==> config.mk <==
export PLATFORM = sky130hd
export DESIGN_NAME = bde_front
export DESIGN_NICKNAME = d
export VERILOG_FILES = /design/src/rtl/bde_pkg.sv /design/src/rtl/bde_front.sv
export SDC_FILE = /design/constraint.sdc
export NUM_CORES = 1
export LEC_CHECK = 0
export ABC_AREA = 1
export ABC_CLOCK_PERIOD_IN_PS = 4150
export BUFFER_PORTS_ARGS = -buffer_cell sky130_fd_sc_hd__clkbuf_2
export CAP_MARGIN = 20
export CORE_ASPECT_RATIO = 0.8
export CORE_MARGIN = 4
export CORE_UTILIZATION = 40
export CTS_CLUSTER_DIAMETER = 200
export DETAILED_ROUTE_END_ITERATION = 10
export PLACE_DENSITY = 0.88
export SETUP_SLACK_MARGIN = 0.02
export SLEW_MARGIN = 10
export SYNTH_ARGS = -nofsm -noshare
export SYNTH_HDL_FRONTEND = slang
export SYNTH_SLANG_ARGS = --single-unit
==> constraint.sdc <==
create_clock -name clk -period 4.15 [get_ports clk]
set_input_delay 0.2075 -clock clk [delete_from_list [all_inputs] [get_ports clk]]
set_output_delay 0.2075 -clock clk [all_outputs]
set_load 0.01 [all_outputs]
==> src/rtl/bde_pkg.sv <==
// Shared types and constants for the BRIEF descriptor extraction core.
// Used by every module in rtl/; depends on nothing else.
`timescale 1ns / 1ps
`default_nettype none

package bde_pkg;

    localparam int PIX_W      = 8;
    localparam int POS_W      = 8;
    localparam int TIDX_IN_W  = 8;
    localparam int OFF_W      = 5;
    localparam int FUNC_W     = 2;
    localparam int DIM_W      = 9;
    localparam int CFG_IDX_W  = 1;
    localparam int WORD_W     = 64;
    localparam int WORD_IDX_W = 2;
    localparam int OUT_WORDS  = 4;
    localparam int DESC_W     = WORD_W * OUT_WORDS;
    localparam int S_DATA_W   = 56;
    localparam int M_DATA_W   = 72;
    localparam int SAMP_W     = 9;
    localparam int WINDOW_SIZE = 32;

    localparam int CMD_FIFO_DEPTH = 4;

    localparam logic [FUNC_W-1:0] FUNC_PIXEL = 2'd0;
    localparam logic [FUNC_W-1:0] FUNC_TEST  = 2'd1;
    localparam logic [FUNC_W-1:0] FUNC_KEYPT = 2'd2;

    localparam logic [CFG_IDX_W-1:0] CFG_IMAGE_WIDTH  = 1'b0;
    localparam logic [CFG_IDX_W-1:0] CFG_IMAGE_HEIGHT = 1'b1;

    localparam logic [DIM_W-1:0] DIM_RESET = 9'd256;

    typedef enum logic [1:0] {
        CMD_PIXEL,
        CMD_TEST,
        CMD_KEYPT
    } cmd_kind_t;

    typedef struct packed {
        logic signed [OFF_W-1:0] by;
        logic signed [OFF_W-1:0] bx;
        logic signed [OFF_W-1:0] ay;
        logic signed [OFF_W-1:0] ax;
    } test_pair_t;

    typedef struct packed {
        cmd_kind_t            kind;
        logic [POS_W-1:0]     pos_x;
        logic [POS_W-1:0]     pos_y;
        logic [PIX_W-1:0]     pixel;
        logic [TIDX_IN_W-1:0] test_index;
        test_pair_t           pair;
        logic                 in_bounds;
    } cmd_t;

    typedef enum logic [1:0] {
        BK_IDLE,
        BK_TEST,
        BK_OUT
    } bk_state_t;

endpackage

`default_nettype wire

==> src/rtl/bde_front.sv <==
// Front end: accepts input beats, holds the image size registers, drops
// items that have no effect and runs the border check. Depends on bde_pkg.
`timescale 1ns / 1ps
`default_nettype none

module bde_front
    import bde_pkg::*;
#(
    parameter int MAX_WIDTH   = 256,
    parameter int MAX_HEIGHT  = 256,
    parameter int TEST_COUNT  = 256
)
(
    input  wire logic                 clk,
    input  wire logic                 rst_n,
    input  wire logic                 s_tvalid,
    output logic                      s_tready,
    input  wire logic [S_DATA_W-1:0]  s_tdata,
    input  wire logic [FUNC_W-1:0]    s_tuser,
    input  wire logic                 cfg_valid,
    output logic                      cfg_ready,
    input  wire logic [CFG_IDX_W-1:0] cfg_index,
    input  wire logic [DIM_W-1:0]     cfg_data,
    output logic                      push_valid,
    input  wire logic                 push_ready,
    output cmd_t                      push_data
);

    localparam int BORDER = WINDOW_SIZE / 2;

    logic [DIM_W-1:0]   image_width_reg;
    logic [DIM_W-1:0]   image_height_reg;
    logic [DIM_W-1:0]   w_sat;
    logic [DIM_W-1:0]   h_sat;
    logic               keep;
    logic               ok;
    logic [POS_W-1:0]   pos_x;
    logic [POS_W-1:0]   pos_y;
    logic [TIDX_IN_W-1:0] test_index;
    cmd_kind_t          kind;

    assign cfg_ready = 1'b1;

    always_ff @(posedge clk or negedge rst_n)
    begin
        if (!rst_n)
        begin
            image_width_reg  <= DIM_RESET;
            image_height_reg <= DIM_RESET;
        end
        else if (cfg_valid)
        begin
            if (cfg_index == CFG_IMAGE_WIDTH)
            begin
                image_width_reg <= cfg_data;
            end
            else
            begin
                image_height_reg <= cfg_data;
            end
        end
    end

    assign pos_x      = s_tdata[7:0];
    assign pos_y      = s_tdata[15:8];
    assign test_index = s_tdata[31:24];

    assign w_sat = (32'(image_width_reg) > MAX_WIDTH) ? DIM_W'(MAX_WIDTH) : image_width_reg;
    assign h_sat = (32'(image_height_reg) > MAX_HEIGHT) ? DIM_W'(MAX_HEIGHT) : image_height_reg;

    assign ok = (32'(pos_x) > BORDER) && (32'(pos_y) > BORDER)
             && ((10'(pos_x) + 10'(BORDER)) < 10'(w_sat))
             && ((10'(pos_y) + 10'(BORDER)) < 10'(h_sat));

    always_comb
    begin
        keep = 1'b0;
        kind = CMD_KEYPT;
        unique case (s_tuser)
            FUNC_PIXEL:
            begin
                kind = CMD_PIXEL;
                keep = (32'(pos_x) < MAX_WIDTH) && (32'(pos_y) < MAX_HEIGHT);
            end
            FUNC_TEST:
            begin
                kind = CMD_TEST;
                keep = 32'(test_index) < TEST_COUNT;
            end
            FUNC_KEYPT:
            begin
                kind = CMD_KEYPT;
                keep = 1'b1;
            end
            default:
            begin
                keep = 1'b0;
            end
        endcase
    end

    assign s_tready   = push_ready;
    assign push_valid = s_tvalid && keep;

    always_comb
    begin
        push_data.kind       = kind;
        push_data.pos_x      = pos_x;
        push_data.pos_y      = pos_y;
        push_data.pixel      = s_tdata[23:16];
        push_data.test_index = test_index;
        push_data.pair.ax    = s_tdata[36:32];
        push_data.pair.ay    = s_tdata[41:37];
        push_data.pair.bx    = s_tdata[46:42];
        push_data.pair.by    = s_tdata[51:47];
        push_data.in_bounds  = ok;
    end

endmodule

`default_nettype wire

# Word-level counts from Yosys, hierarchy flattened
# Index checks and enable logic that the tools add are counted.
[totals] ff_bits=18 in_bits=73 elab_cells=25
[op_classes] addsub=2 order_cmp=6 n_eq_ne=2 mux=4 bitwise_logic=1 n_reduce_logical=8
[op_table] cell="adder 8 x 5 -> 9 bit, second input constant" count=2
[op_table] cell="greater-than comparator 9 bit, second input constant" count=2
[op_table] cell="< comparator 9 bit" count=2
[op_table] cell="2-to-1 mux 9 bit" count=2
[op_table] cell="greater-than comparator 8 x 5 -> 1 bit, second input constant" count=2
[op_table] cell="logical AND 1 bit" count=4
[op_table] cell="one-hot mux 2 bit (2 select lines)" count=1
[op_table] cell="AND reduction 2 bit" count=2
[op_table] cell="OR reduction 3 bit" count=1
[op_table] cell="equality test 2 x 1 -> 1 bit, second input constant" count=1
[op_table] cell="equality test 2 bit, second input constant" count=1
[op_table] cell="logical NOT 2 bit" count=1
[op_table] cell="2-to-1 mux 1 bit" count=1
[op_table] cell="NOT 1 bit" count=1

# Longest topological paths before layout
[depth] ltp_word=5 ltp_mapped=14 mapped_depth_nobuf=13

# Worst setup path before layout
# OpenSTA, ideal clock, no wires.
[synth_timing] path_type="register to output" from="register image_height_reg[6]" to="output push_data[0] in the netlist's numbering" t_arrival_ps=1639 t_required_ps=3943 setup_slack_ps=2303 path_stages_with_launch=14 n_path_buf=1 path_cell_list="dfrtp_1 -> nor2_1 -> nand2_1 -> nor2_1 -> nand3_1 -> nand2_2 -> nand2_1 -> ha_1 -> a21oi_1 -> o21ai_0 -> nand2_1 -> nand3_1 -> nor2_2 -> buf_4"
[synth_between] elab_chain_cells=4
[synth_rtl] item="from (decl)" line_no="bde_front.sv:32" rtl="logic [DIM_W-1:0] image_height_reg;"
[synth_rtl] item="from (signal assigned)" line_no="bde_front.sv:59" rtl="image_height_reg <= cfg_data;"
[synth_rtl] item="greater-than comparator 9 bit" line_no="bde_front.sv:69" rtl="assign h_sat = (32'(image_height_reg) > MAX_HEIGHT) ? DIM_W'(MAX_HEIGHT) : image_height_reg;"
[synth_rtl] item="2-to-1 mux 9 bit (*)" line_no="bde_front.sv:69"
[synth_rtl] item="< comparator 9 bit (*)" line_no="bde_front.sv:73" rtl="&& ((10'(pos_y) + 10'(BORDER)) < 10'(h_sat));"
[synth_rtl] item="logical AND 1 bit (*)" line_no="bde_front.sv:73"
[synth_rtl] item="to (decl)" line_no="bde_front.sv:26" rtl="output cmd_t push_data"
# Mark *: on every way between the ends. The rest lies on a longest branch, timed or not.

==> results.json <==
{
  "hold_path_depth": 3,
  "fin_skew_ps": 0,
  "p_comb_share_pct": 33.0,
  "hp-class": "in2reg",
  "grt_pass1_wl_mm": 5.471,
  "syn-mean-instance-area_sq_um": 7.290,
  "antenna_cells": 0,
  "reg2reg_depth": 2,
  "drt_wl_total_mm": 3.364,
  "syn_inst": 248,
  "area_growth_pct": -1.938,
  "synthesis.nets": 343,
  "initial_utilization_pct": 42.21,
  "r2r-start": "image_height_reg[8]$_DFFE_PN1P_",
  "switchingPower_uw": 175.3,
  "ys_seq_area_share_pct": 25.05,
  "hold_end": "image_height_reg[8]$_DFFE_PN1P_",
  "first_pass_iters": 6,
  "dieArea_sq_um": 5666,
  "fin_crit_sh_pct": 55.93,
  "tns_ps": 0,
  "row_count": 21,
  "synth_area_leaders": "buf_4 (23%), dfrtp_1 (22%), ha_1 (15%)",
  "fillers": 425,
  "wl_per_cell_um": 11.10,
  "netlist_area_sq_um": 1808,
  "p_per_area_nw_per_um2": 300.0,
  "ioPinCount": 131,
  "ff2ff_setup_slack_ps": 3400,
  "synth_flop_cell": "dfrtp_1",
  "critPathLaunchType": "flip-flop",
  "irDropWorstVdd_v": 0.0001402,
  "cts-root-buf": "clkbuf_8",
  "die_w_um": 83.17,
  "num_vias": 1357,
  "ant_nets": 0,
  "rsz0062_at_grt": "no",
  "final-hold-violation-count": 0,
  "seq_power_share_pct": 40.5,
  "synth_most_common_cell": "nand2_1",
  "swShare_pct": 32.97,
  "p_leak_uw": 0.001018,
  "clock_latency_ps": 250,
  "die_y_um": 68.14,
  "internal_power_uw": 356.5,
  "place.gp.congestion": 0.7859,
  "portBuffers": 51,
  "cts.htree.levels": 1,
  "grt_usage_pct": 11.81,
  "grt_max_degree": 19,
  "hpwl_mm": 2.905,
  "fin_crit_ps": 2321,
  "cts_setup_buffers": 0,
  "max_freq_ghz": 0.4309,
  "yosysTopAreaCell": "buf_4",
  "drv_slew": 0,
  "cts_tree": "yes",
  "cp.required_ps": 3940,
  "core_sq_um": 4283,
  "end_kind": "primary output",
  "worstHoldStart": "cfg_data[8]",
  "antenna_found_initial": 0,
  "yosys_warnings": 0,
  "cts_buffer_depth": 2,
  "p_clk_share_pct": 26.6,
  "drv_cap": 0,
  "setup_viol_count_final": 0,
  "async_flop_share_pct": 100.0,
  "path_clk_slew_ps": 60,
  "synth_cell_type_count": 22,
  "grt_pass1_vias": 1321,
  "synth_common_cells": "nand2_1 (59), buf_4 (55), inv_1 (23)",
  "criticalPathCategory": "reg2out",
  "synth-edff-count": 0,
  "overflow": 0,
  "route.detailed.drc": 0,
  "outcome": "complete, no violations",
  "r2r_end": "image_height_reg[8]$_DFFE_PN1P_",
  "cp_max_fo": 7,
  "clkSinkCount": 18,
  "setup_ws_ps": 1829,
  "place_ws_ps": 2101,
  "synth-seq-cells": 18,
  "drive_gt1_share_pct": 26.02,
  "yosys.area.top_type_share_pct": 22.84,
  "fin_nets": 342,
  "cts_made_buffers": 3,
  "worst_ep_arrival_time_ps": 2110,
  "initialDrtViolationCount": 80,
  "routed_via_density": 4.479
}
what timing repair did:
action | CTS | global route
hold buffers | 1 | 0
resized for setup | 0 | 0
hold endpoints to repair | 16 | 0
critical path, cell delays in order (launching register included):
cell and delay [ps]:
dfrtp_1 390, nor2_1 120, nand2_1 60, nor2_1 80
nand3_1 80, nand2_2 130, nand2_1 80, ha_1 300
a21oi_1 130, o21a_1 140, nand3_1 100, nor2_2 110
clkbuf_2 130
per-layer routing:
layer	vias to the layer above	routed length, um	global-route usage [%]
li1	718	-	-
met1	589	1465	14.07
met2	42	1582	19.50
met3	8	250	5.295
met4	0	65	3.469
met5	-	0	0
metrics by stage:
stage	utilization [%]	total power (uW)	instance area (sq um)	instances	hold WS, ps
global route	41.40	576.4	1773	303	199.5
finish	41.40	531.8	1773	303	193.4
floorplan	-	381.1	1808	248	-88.09
global placement	39.88	382.3	1708	298	158.3
CTS	41.40	535.5	1773	303	186.1
detailed placement	39.88	393.9	1708	298	160.1
how the worst max path moves through the flow:
stage	start	end	slack (ps)	cells past startpoint
floorplan	image_height_reg[6]$_DFFE_PN0P_	push_data[0]	2300	13
global placement	image_height_reg[6]$_DFFE_PN0P_	push_data[0]	2190	13
detailed placement	image_height_reg[5]$_DFFE_PN0P_	push_data[0]	2100	12
CTS	image_height_reg[6]$_DFFE_PN0P_	push_data[0]	1820	12
global route	image_height_reg[5]$_DFFE_PN0P_	push_data[0]	1580	13
finish	image_height_reg[4]$_DFFE_PN0P_	push_data[0]	1830	12
cell usage in the layout (no fill, tap or decap):
cell type / netlist / routed
inv_1: 23 / 23
dfstp_2: 2 / 2
ha_1: 22 / 22
o21ai_0: 19 / 19
conb_1: 1 / 1
dfrtp_1: 16 / 16
o21a_1: 1 / 1
nor2_1: 22 / 22
xor2_1: 4 / 4
dlygate4sd3_1: 0 / 1
inv_2: 1 / 1
nand2_1: 59 / 59
nor2_2: 2 / 2
nand2_2: 4 / 4
clkbuf_8: 0 / 4
a21boi_0: 1 / 1
a21oi_1: 5 / 5
o211ai_1: 1 / 1
nand3_1: 4 / 4
a21o_1: 1 / 1
nand4_1: 2 / 2
clkbuf_2: 2 / 51
layout make-up:
type,instances,area [sq um],share of cell area [%]
clock buffers,4,55.05,3.105
repair buffers,52,265.3,14.96
inverters,24,90.09,5.081
multi-input cells,148,838.3,47.28
well taps,57,71.32,4.023
flip-flops and latches,18,452.9,25.55
logic make-up (layout without fill, tap and decap cells):
| group | Yosys count | count (layout) | synth area share, % |
|---|---|---|---|
| AND/OR/NAND/NOR | 93 | 93 | 20.69 |
| buffers and inverters | 82 | 80 | 28.58 |
| AO/OA/AOI/OAI | 28 | 28 | 8.305 |
| adder cells (fa/ha/maj) | 22 | 22 | 15.22 |
| flip-flops | 18 | 18 | 25.05 |
| XOR/XNOR | 4 | 4 | 1.938 |
| other | 1 | 1 | 0.2074 |
power groups by stage:
stage                     combinational (uW)  clock [uW]  sequential, uW
after floorplan                          167           0             214
after global placement                   165           0             217
after detailed placement                 176           0             218
after CTS                                177         143             215
after global routing                     205         152             219
final                                    175         141             215
Power figures use the tool's default switching activity.
