--- src/rtl/bde_pkg.sv ---
// Shared types and constants for the BRIEF descriptor extraction core.
// Used by every module in rtl/; depends on nothing else.
`timescale 1ns / 1ps
`default_nettype none

package bde_pkg;

    localparam int PIX_W      = 8;
    localparam int POS_W      = 8;
    localparam int TIDX_IN_W  = 8;
    localparam int OFF_W      = 5;
    localparam int FUNC_W     = 2;
    localparam int DIM_W      = 9;
    localparam int CFG_IDX_W  = 1;
    localparam int WORD_W     = 64;
    localparam int WORD_IDX_W = 2;
    localparam int OUT_WORDS  = 4;
    localparam int DESC_W     = WORD_W * OUT_WORDS;
    localparam int S_DATA_W   = 56;
    localparam int M_DATA_W   = 72;
    localparam int SAMP_W     = 9;
    localparam int WINDOW_SIZE = 32;

    localparam int CMD_FIFO_DEPTH = 4;

    localparam logic [FUNC_W-1:0] FUNC_PIXEL = 2'd0;
    localparam logic [FUNC_W-1:0] FUNC_TEST  = 2'd1;
    localparam logic [FUNC_W-1:0] FUNC_KEYPT = 2'd2;

    localparam logic [CFG_IDX_W-1:0] CFG_IMAGE_WIDTH  = 1'b0;
    localparam logic [CFG_IDX_W-1:0] CFG_IMAGE_HEIGHT = 1'b1;

    localparam logic [DIM_W-1:0] DIM_RESET = 9'd256;

    typedef enum logic [1:0] {
        CMD_PIXEL,
        CMD_TEST,
        CMD_KEYPT
    } cmd_kind_t;

    typedef struct packed {
        logic signed [OFF_W-1:0] by;
        logic signed [OFF_W-1:0] bx;
        logic signed [OFF_W-1:0] ay;
        logic signed [OFF_W-1:0] ax;
    } test_pair_t;

    typedef struct packed {
        cmd_kind_t            kind;
        logic [POS_W-1:0]     pos_x;
        logic [POS_W-1:0]     pos_y;
        logic [PIX_W-1:0]     pixel;
        logic [TIDX_IN_W-1:0] test_index;
        test_pair_t           pair;
        logic                 in_bounds;
    } cmd_t;

    typedef enum logic [1:0] {
        BK_IDLE,
        BK_TEST,
        BK_OUT
    } bk_state_t;

endpackage

`default_nettype wire

--- src/rtl/bde_cmd_fifo.sv ---
// Short command queue between the front end and the back end.
// Depends on bde_pkg for the command type and depth.
`timescale 1ns / 1ps
`default_nettype none

module bde_cmd_fifo
    import bde_pkg::*;
(
    input  wire logic clk,
    input  wire logic rst_n,
    input  wire logic push_valid,
    output logic      push_ready,
    input  wire cmd_t push_data,
    output logic      pop_valid,
    input  wire logic pop_ready,
    output cmd_t      pop_data
);

    localparam int PTR_W = $clog2(CMD_FIFO_DEPTH);
    localparam int CNT_W = $clog2(CMD_FIFO_DEPTH + 1);

    cmd_t             slot_reg [CMD_FIFO_DEPTH];
    logic [PTR_W-1:0] wr_ptr_reg;
    logic [PTR_W-1:0] rd_ptr_reg;
    logic [CNT_W-1:0] cnt_reg;
    logic             push_fire;
    logic             pop_fire;

    assign push_ready = cnt_reg != CNT_W'(CMD_FIFO_DEPTH);
    assign pop_valid  = cnt_reg != '0;
    assign pop_data   = slot_reg[rd_ptr_reg];
    assign push_fire  = push_valid && push_ready;
    assign pop_fire   = pop_valid && pop_ready;

    always_ff @(posedge clk)
    begin
        if (push_fire)
        begin
            slot_reg[wr_ptr_reg] <= push_data;
        end
    end

    always_ff @(posedge clk or negedge rst_n)
    begin
        if (!rst_n)
        begin
            wr_ptr_reg <= '0;
            rd_ptr_reg <= '0;
            cnt_reg    <= '0;
        end
        else
        begin
            if (push_fire)
            begin
                wr_ptr_reg <= wr_ptr_reg + 1'b1;
            end
            if (pop_fire)
            begin
                rd_ptr_reg <= rd_ptr_reg + 1'b1;
            end
            if (push_fire && !pop_fire)
            begin
                cnt_reg <= cnt_reg + 1'b1;
            end
            else if (pop_fire && !push_fire)
            begin
                cnt_reg <= cnt_reg - 1'b1;
            end
        end
    end

endmodule

`default_nettype wire

--- config.mk ---
export PLATFORM = sky130hd
export DESIGN_NAME = bde_cmd_fifo
export DESIGN_NICKNAME = d
export VERILOG_FILES = /design/src/rtl/bde_pkg.sv /design/src/rtl/bde_cmd_fifo.sv
export SDC_FILE = /design/constraint.sdc
export NUM_CORES = 1
export LEC_CHECK = 0
export BUFFER_PORTS_ARGS = -buffer_cell sky130_fd_sc_hd__buf_2
export CAP_MARGIN = 15
export CORE_ASPECT_RATIO = 0.7
export CORE_MARGIN = 2
export CORE_UTILIZATION = 35
export DETAILED_ROUTE_END_ITERATION = 10
export GPL_ROUTABILITY_DRIVEN = 1
export GPL_TIMING_DRIVEN = 0
export PLACE_DENSITY = 0.49
export SLEW_MARGIN = 20
export SYNTH_ARGS = -nofsm -noshare
export SYNTH_HDL_FRONTEND = slang
export SYNTH_SLANG_ARGS = --single-unit
--- constraint.sdc ---
create_clock -name clk -period 5.93 [get_ports clk]
set_clock_uncertainty 0.1 [all_clocks]
set_input_delay 0.8895 -clock clk [delete_from_list [all_inputs] [get_ports clk]]
set_output_delay 0.8895 -clock clk [all_outputs]
set_load 0.02 [all_outputs]
=== Word level (Yosys, flattened, before mapping) ===
Memory sizes are Yosys's and may differ from the RTL's.
Cells that the tools add are included.

* $add $sub $neg: 4
* Equality and inequality tests: 1
* Mux-type cells: 4
* Reductions and logical operators: 8

{| class="wikitable"
|+ Operators with widths
! cell !! count
|-
| 2-to-1 mux 3 bit || 2
|-
| adder 2 x 1 -> 2 bit (second input constant) || 2
|-
| logical AND 1 bit || 4
|-
| adder 3 x 1 -> 3 bit (second input constant) || 1
|-
| != test 3 bit (second input constant) || 1
|-
| nonzero test 3 bit || 1
|-
| subtractor 3 x 1 -> 3 bit (second input constant) || 1
|-
| logical NOT 1 bit || 2
|-
| 2-to-1 mux 1 bit || 2
|-
| nonzero test 2 bit || 1
|}

* Register bits after elaboration: 7
* Memory bits (writable): 220
* Output and inout port bits: 57
* Logic and storage cells: 21
* Memories kept: 1

{| class="wikitable"
|+ Memory list
! name !! words !! width !! read ports !! clocked after memory_dff !! wr ports !! line !! text
|-
| slot_reg || 4 || 55 || 1 || 0 || 1 || bde_cmd_fifo.sv:22 || <nowiki>cmd_t slot_reg [CMD_FIFO_DEPTH];</nowiki>
|}

=== Logic depth before layout (Yosys ltp) ===
Gate-level depths: netlist of run 1.

* Depth after elaboration: 6
* Depth in mapped cells: 8

=== Worst setup path after synthesis of run 1 ===
No wires, ideal clock.

* Kind: input to register
* Start: in push_valid
* End: mem slot_reg[0][0] in the netlist's numbering (enable)
* Data arrival time: 2499 ps
* Data required time: 5412 ps
* Slack: 2913 ps
* Cell stages on the path: 2
* Path through: a21boi_2 > and2_1

* Cells in the longest elaborated chain, start to end: 3

{| class="wikitable"
|+ Ends and longest elaborated chain
! what !! line !! text
|-
| from (decl) || bde_cmd_fifo.sv:11 || <nowiki>input wire logic push_valid,</nowiki>
|-
| logical AND 1 bit || bde_cmd_fifo.sv:32 || <nowiki>assign push_fire = push_valid && push_ready;</nowiki>
|-
| 2-to-1 mux 1 bit || bde_cmd_fifo.sv:37 || <nowiki>if (push_fire)</nowiki>
|-
| 2-to-1 mux 1 bit (implied by the code) || bde_cmd_fifo.sv:39 || <nowiki>slot_reg[wr_ptr_reg] <= push_data;</nowiki>
|-
| to (decl) || bde_cmd_fifo.sv:22 ||
|}

No other way between the ends.

==> flow_summary.toml, run 1 <==
[outcome]
status = "complete, no violations"

[synthesis]
post_synth_inst_count = 322
syn_area_um2 = 8340
number_of_different_library_cells_in_the_post_synthesis_netlist = 19
yosysWarnings = 0
synth-seq-area-share = 0.813
ys_seq_elements = 227
avgSynthCellArea_um2 = 25.9
synth.net_count = 387

[detailed_routing]
first_pass_iters = 4
detail-route-antenna-nets = 0
dr.first_iter.drc_count = 214
dr_total_vias = 3767
detail_route.drc_violations = 0
total_routed_wirelength_um = 16000
post_drt_via_cell_ratio = 4.70
wl_per_cell_um = 20.0

[worst_setup_path]
worst_setup_path_end_kind = "output pin"
critical_path_required_ps = 4940
setup.worst_path.start_class = "register"
setup.worst_path.class = "reg -> out"
cp_max_fo = 10
worst-endpoint-arrival_ps = 2110

[place]
hpwl_um = 9710
finalWeightedCongestion = 0.667
postPlaceCellArea_um2 = 9410
placed_cells = 759
preCtsSetupSlack_ps = 3320
quantity_of_i_o_buffers_inserted_on_ports = 115

[global_route]
globalRouteOverflowTotal = 0
wire_length_of_the_first_global_routing_pass_um = 23800
largest_net_degree_at_the_start_of_global_routing = 36
antenna_found_initial = 4
grtUsageTotal = 0.128
grt_pass1_vias = 4056

[cells_and_area]
final_cell_count_without_fillers = 801
area.sequential_um2 = 6780
area_growth_syn_to_layout_pct = 22.8
n_fill_cell = 2044
antenna-diode-count = 0
final_layout_net_count = 532
multi_input_comb_area_um2 = 1470
final_util = 0.435
finalInstanceArea_um2 = 10200
max_ffs_per_register = 220
fraction_of_layout_instances_using_a_drive_strength_above_1 = 0.472

[cts]
numCtsBuffers = 24
post_cts_resized = 0
worst_skew_pair.late_latency_ps = 500
clkTransAtPathRegs_ps = 60
cts_setup_buffers = 0
ctsLongestPathBuffers = 3
cts-hold-fix-buffers = 0
clock-sinks = 227
clk_root_buffer_cell = "sky130_fd_sc_hd__clkbuf_16"
cts.htree.levels = 1
tritoncts_clock_tree = "yes"

[timing]
setup-violations-final = 0
maxSlewHeadroom = 0.546
worst-slew-pin-transition_ps = 680
clock.fmax_mhz = 323
finalMaxSlewViolations = 0
hold_violations = 0
fin_worst_setup_slack_ps = 2830
finalWorstPathRequiredPeriod_ps = 3100
rsz0062_at_grt = "false"
holdWs_ps = 113
final.period_utilization = 0.523
totalNegativeSetupSlack_ps = 0

[pwr]
vdd_ir_drop_max_uv = 265
p_leak_nw = 3.52
power.density_nw_per_um2 = 536
post-layout-total-power_mw = 5.49

[floorplanning]
initial_utilization = 0.355
die_area_um2 = 25100
pin_count = 116
die-width_um = 189
fp.coreArea_um2 = 23500
std_cell_rows = 47
die_h_um = 133

[hold_path]
worstHoldPathType = "in -> async"

[run]
cap_viol_max_count = 0
final timing paths:
check / to / cells after the start / slack (ps) / startpoint
max in group asynchronous: wr_ptr_reg[1] / 1 / 5460 / rst_n
min in group clk: cnt_reg[2] / 1 / 430 / cnt_reg[2]
worst max register to register: cnt_reg[2] / 8 / 3700 / cnt_reg[0]
worst min register to register: cnt_reg[2] / 1 / 430 / cnt_reg[2]
worst max-delay path: pop_data[25] / 4 / 2830 / rd_ptr_reg[0]
worst min-delay path: rd_ptr_reg[0] / 1 / 110 / rst_n
cells in the mapped netlist, drive strengths merged:
cell / number / area share
edfxtp: 220 / 0.79
mux4: 55 / 0.15
buf: 11 / 0.010
dfrtp: 7 / 0.021
ha: 5 / 0.0075
and2: 4 / 0.0030
xnor2: 4 / 0.0042
inv: 3 / 0.0014
mux2: 2 / 0.0027
nand2: 2 / 0.00090
nor2: 2 / 0.00090
xor2: 2 / 0.0021
a21boi: 1 / 0.0014
clkbuf: 1 / 0.00045
fa: 1 / 0.0024
nand3: 1 / 0.00060
or3: 1 / 0.00075
cells in the final DEF, fill, tap and decap left out, types with 4 or more instances in the layout:
| master | n |
|---|---|
| sky130_fd_sc_hd__bufinv_16 | 5 |
| sky130_fd_sc_hd__edfxtp_1 | 220 |
| sky130_fd_sc_hd__and2_4 | 4 |
| sky130_fd_sc_hd__xnor2_1 | 4 |
| sky130_fd_sc_hd__clkbuf_16 | 25 |
| sky130_fd_sc_hd__clkinv_2 | 6 |
| sky130_fd_sc_hd__ha_1 | 5 |
| sky130_fd_sc_hd__mux4_2 | 55 |
| sky130_fd_sc_hd__clkbuf_1 | 4 |
| sky130_fd_sc_hd__buf_2 | 120 |
| sky130_fd_sc_hd__dfrtp_1 | 7 |
| sky130_fd_sc_hd__buf_6 | 4 |
routing by layer:
metal / wire length, um / vias to the layer above / part of all wire / track usage
li1: - / 1666 / - / -
met1: 7210 / 1949 / 0.45 / 0.173
met2: 7380 / 108 / 0.46 / 0.202
met3: 1010 / 36 / 0.063 / 0.0387
met4: 363 / 8 / 0.023 / 0.0339
met5: 46 / - / 0.0029 / 0
critical path: stages, from the launching register on:
cell and delay [ps]:
sky130_fd_sc_hd__dfrtp_1 420, sky130_fd_sc_hd__buf_6 230, sky130_fd_sc_hd__buf_6 220, sky130_fd_sc_hd__mux4_2 540, sky130_fd_sc_hd__buf_2 180
logic make-up (layout without fill, tap and decap cells):
| group | after synthesis | in the layout | synth area share |
|---|---|---|---|
| buf+inv | 15 | 176 | 0.0120 |
| compound gates | 1 | 1 | 0.00135 |
| flops | 227 | 227 | 0.813 |
| xor+xnor | 6 | 6 | 0.00630 |
| mux | 57 | 57 | 0.151 |
| simple gates | 10 | 10 | 0.00615 |
| fa+ha+maj | 6 | 6 | 0.00990 |
power by group:
| group | internal [mW] | switching [mW] |
|---|---|---|
| sequential | 2.12 | 0.0785 |
| clock | 0.980 | 0.576 |
| combinational | 0.711 | 1.02 |
area by class of cell:
cell class	instances	share of cell area
plain buffers	12	0.00868
clock buffers	28	0.0622
clock inverters	14	0.0187
inverters	3	0.00110
multi-input cells	80	0.143
flip-flops and latches	227	0.662
well taps	318	0.0389
repair buffers	119	0.0648
No activity file was read; power rests on OpenSTA's default activity.
==> run 2: changes to the inputs <==
ABC_AREA = 1   (was not set)
clock period = 3 ns   (was 5.93 ns; I/O delays follow)
==> run 2 against run 1 <==
  * Global-route usage is 2.2 points higher
  * Design area is 9.5% higher
  * Worst hold slack worse by 52 ps
  * Register-to-register slack worse by 3000 ps
  * Final cell count is 53% higher
  * Largest cell class unchanged
  * Largest power group is now combinational logic
==> flow_summary.toml, run 2 <==
[worst_setup_path]
setup_slack_of_the_most_critical_reg_to_reg_path_ps = 700
setup.worst_path.class = "reg -> out"
cell_seen_most_often_among_critical_path_stages = "sky130_fd_sc_hd__nand2_1"
worst_setup_path_end_kind = "output pin"
cp_slowest_cell = "sky130_fd_sc_hd__clkbuf_1"
worst-path-buf-inv = 3
timing.critical_path.slowest_cell_delay_ps = 460
critical_path.cell_chain = "inv_2, clkbuf_1, nand2_1, o211ai_1, nand2_1, buf_2"
critPathCapture = "pop_data[50]"
worst-endpoint-arrival_ps = 2080
r2r.worst_path.cells = 5
cp_max_fo = 10
worst_path_dominant_cell_family = "buffers and inverters"
critical_path_cell_count = 6
cp-startpoint = "rd_ptr_reg[0]"
timing.rr.end = "slot_reg[2][9]"
setup.worst_path.start_class = "register"
origin_of_the_critical_flop_to_flop_path = "cnt_reg[0]"
critical_path_required_ps = 2450

[detailed_routing]
detail-route-antenna-nets = 0
wl_met3_um = 1140
first_pass_iters = 5
top_layer = "met5"
wl_per_cell_um = 16.7
met2WireLength_um = 9020
total_routed_wirelength_um = 20500
post_drt_via_cell_ratio = 4.44
wl_met1_um = 10100
detail_route.drc_violations = 0
dr_total_vias = 5447
dr.first_iter.drc_count = 363

[cells_and_area]
final_common_cell = "sky130_fd_sc_hd__edfxtp_1"
final_cell_mix = "sky130_fd_sc_hd__edfxtp_1 (220), sky130_fd_sc_hd__nand2_1 (182), sky130_fd_sc_hd__inv_1 (125), sky130_fd_sc_hd__buf_2 (125), sky130_fd_sc_hd__o211ai_1 (110)"
area.sequential_um2 = 6780
n_fill_cell = 2437
fraction_of_layout_instances_using_a_drive_strength_above_1 = 0.217
multi_input_comb_area_um2 = 1690
final_cell_count_without_fillers = 1226
max_ffs_per_register = 220
finalInstanceArea_um2 = 11200
area_growth_syn_to_layout_pct = 21.6
final_layout_net_count = 916

[pwr]
power.combinational.fraction = 0.392
switching_power_mw = 4.41
sequential_share_of_power = 0.367
p_leak_nw = 4.53
vdd_ir_drop_max_uv = 416
clockPowerShare = 0.241
power.density_nw_per_um2 = 1050
power.internal_mw = 7.35
power_switching_share = 0.375

[floorplanning]
pin_count = 116
std_cell_rows = 49
die-width_um = 198
die_area_um2 = 27700
initial_utilization = 0.357
fp.coreArea_um2 = 25800
die_h_um = 140

[synthesis]
synth_ff_type = "sky130_fd_sc_hd__edfxtp_1"
synth-seq-area-share = 0.735
yosysWarnings = 0
synthArstFlopShare = 0.0308
syn_area_um2 = 9220
synth.net_count = 766
avgSynthCellArea_um2 = 13.2
synth_most_common_cell = "sky130_fd_sc_hd__edfxtp_1"
yosys-top-cells-count = "sky130_fd_sc_hd__edfxtp_1 (220), sky130_fd_sc_hd__nand2_1 (182), sky130_fd_sc_hd__inv_1 (125)"
post_synth_inst_count = 701
yosys-top-cells-area = "sky130_fd_sc_hd__edfxtp_1 (72%), sky130_fd_sc_hd__o211ai_1 (9.0%), sky130_fd_sc_hd__nand2_1 (7.4%)"
synth-edff-count = 220
number_of_different_library_cells_in_the_post_synthesis_netlist = 16
ys_seq_elements = 227
synth_largest_area_cell = "sky130_fd_sc_hd__edfxtp_1"
post-synth-top-area-fraction = 0.716

[timing]
clock.fmax_mhz = 380
finalWorstPathRequiredPeriod_ps = 2630
holdWs_ps = 61.3
maxSlewHeadroom = 0.509
worst-slew-pin-transition_ps = 734
rsz0062_at_grt = "false"
finalMaxSlewViolations = 0
final.period_utilization = 0.877
hold_violations = 0
setup-violations-final = 0

[cts]
cts.htree.levels = 1
tritoncts_clock_tree = "yes"
clock-sinks = 227
clkTransAtPathRegs_ps = 60
numCtsBuffers = 24
clk_root_buffer_cell = "sky130_fd_sc_hd__clkbuf_16"
worst_skew_pair.late_latency_ps = 510
post_cts_resized = 0
ctsLongestPathBuffers = 3

[place]
hpwl_um = 13300
placed_cells = 1181
quantity_of_i_o_buffers_inserted_on_ports = 115
finalWeightedCongestion = 0.672
postPlaceCellArea_um2 = 10400

[global_route]
wire_length_of_the_first_global_routing_pass_um = 31100
grt_pass1_vias = 5227
globalRouteOverflowTotal = 0
grtUsageTotal = 0.149
largest_net_degree_at_the_start_of_global_routing = 22
antenna_found_initial = 3

[run]
cap_viol_max_count = 0

[hold_path]
worstHoldPathType = "in -> reg"
holdCritStartpoint = "push_data[16]"

[outcome]
status = "complete, no violations"
==> run 2: changes by cell type after synthesis, sizes merged, moves of 3 or more <==
cell	before	now
o211ai	0	110
and2	4	0
nand3	1	7
mux4	55	0
inv	3	126
nand2	2	182
clkbuf	1	5
xnor2	4	1
buf	11	31
==> run 2: power by group through the flow <==
stage | clock network [mW] | registers [mW] | logic, mW
finish | 2.83 | 4.31 | 4.61
global route | 3.04 | 4.37 | 5.08
CTS | 2.91 | 4.32 | 4.74
detailed placement | 0 | 4.38 | 4.72
global placement | 0 | 4.49 | 4.53
floorplan | 0 | 4.40 | 2.93
==> run 2: layout make-up <==
cell class / count / area share
antenna: 2 / 0.000446
buffer: 36 / 0.0272
clock buffer: 31 / 0.0578
clock inverter: 11 / 0.00882
inverter: 126 / 0.0422
multi-input combinational: 312 / 0.151
sequential: 227 / 0.605
tap: 357 / 0.0398
timing repair buffer: 124 / 0.0679
==> run 2: per-layer routing <==
metal | track usage | up-vias
li1 | - | 2730
met1 | 0.224 | 2568
met2 | 0.224 | 123
met3 | 0.0330 | 24
met4 | 0.0281 | 2
met5 | 0 | -
==> run 2: kinds of logic after synthesis <==
logic type | count (synthesis) | synth area share
flops | 227 | 0.735
simple gates | 194 | 0.0802
buf+inv | 162 | 0.0844
compound gates | 111 | 0.0901
fa+ha+maj | 6 | 0.00896
xor+xnor | 1 | 0.000950
==> run 2: worst min path at each step <==
stage,to,cells past startpoint
finish,slot_reg[1][16],1
global route,slot_reg[1][52],1
CTS,slot_reg[0][12],1
detailed placement,wr_ptr_reg[0],1
global placement,wr_ptr_reg[0],1
floorplan,cnt_reg[0],0
==> run 2: stage by stage <==
| step | TNS [ps] | util | setup WS (ps) | total power, mW |
|---|---|---|---|---|
| floorplan | -176600 | - | -803 | 7.34 |
| global placement | -625710 | 0.397 | -2970 | 9.02 |
| global route | 0 | 0.434 | 191 | 12.5 |
| finish | 0 | 0.434 | 368 | 11.8 |
| detailed placement | 0 | 0.405 | 634 | 9.11 |
| CTS | 0 | 0.434 | 288 | 12.0 |
==> run 2: timing repair <==
item / in CTS / in global routing
endpoints found under the hold margin: 7 / 0
hold buffers: 1 / 0
setup buffers: 0 / 0
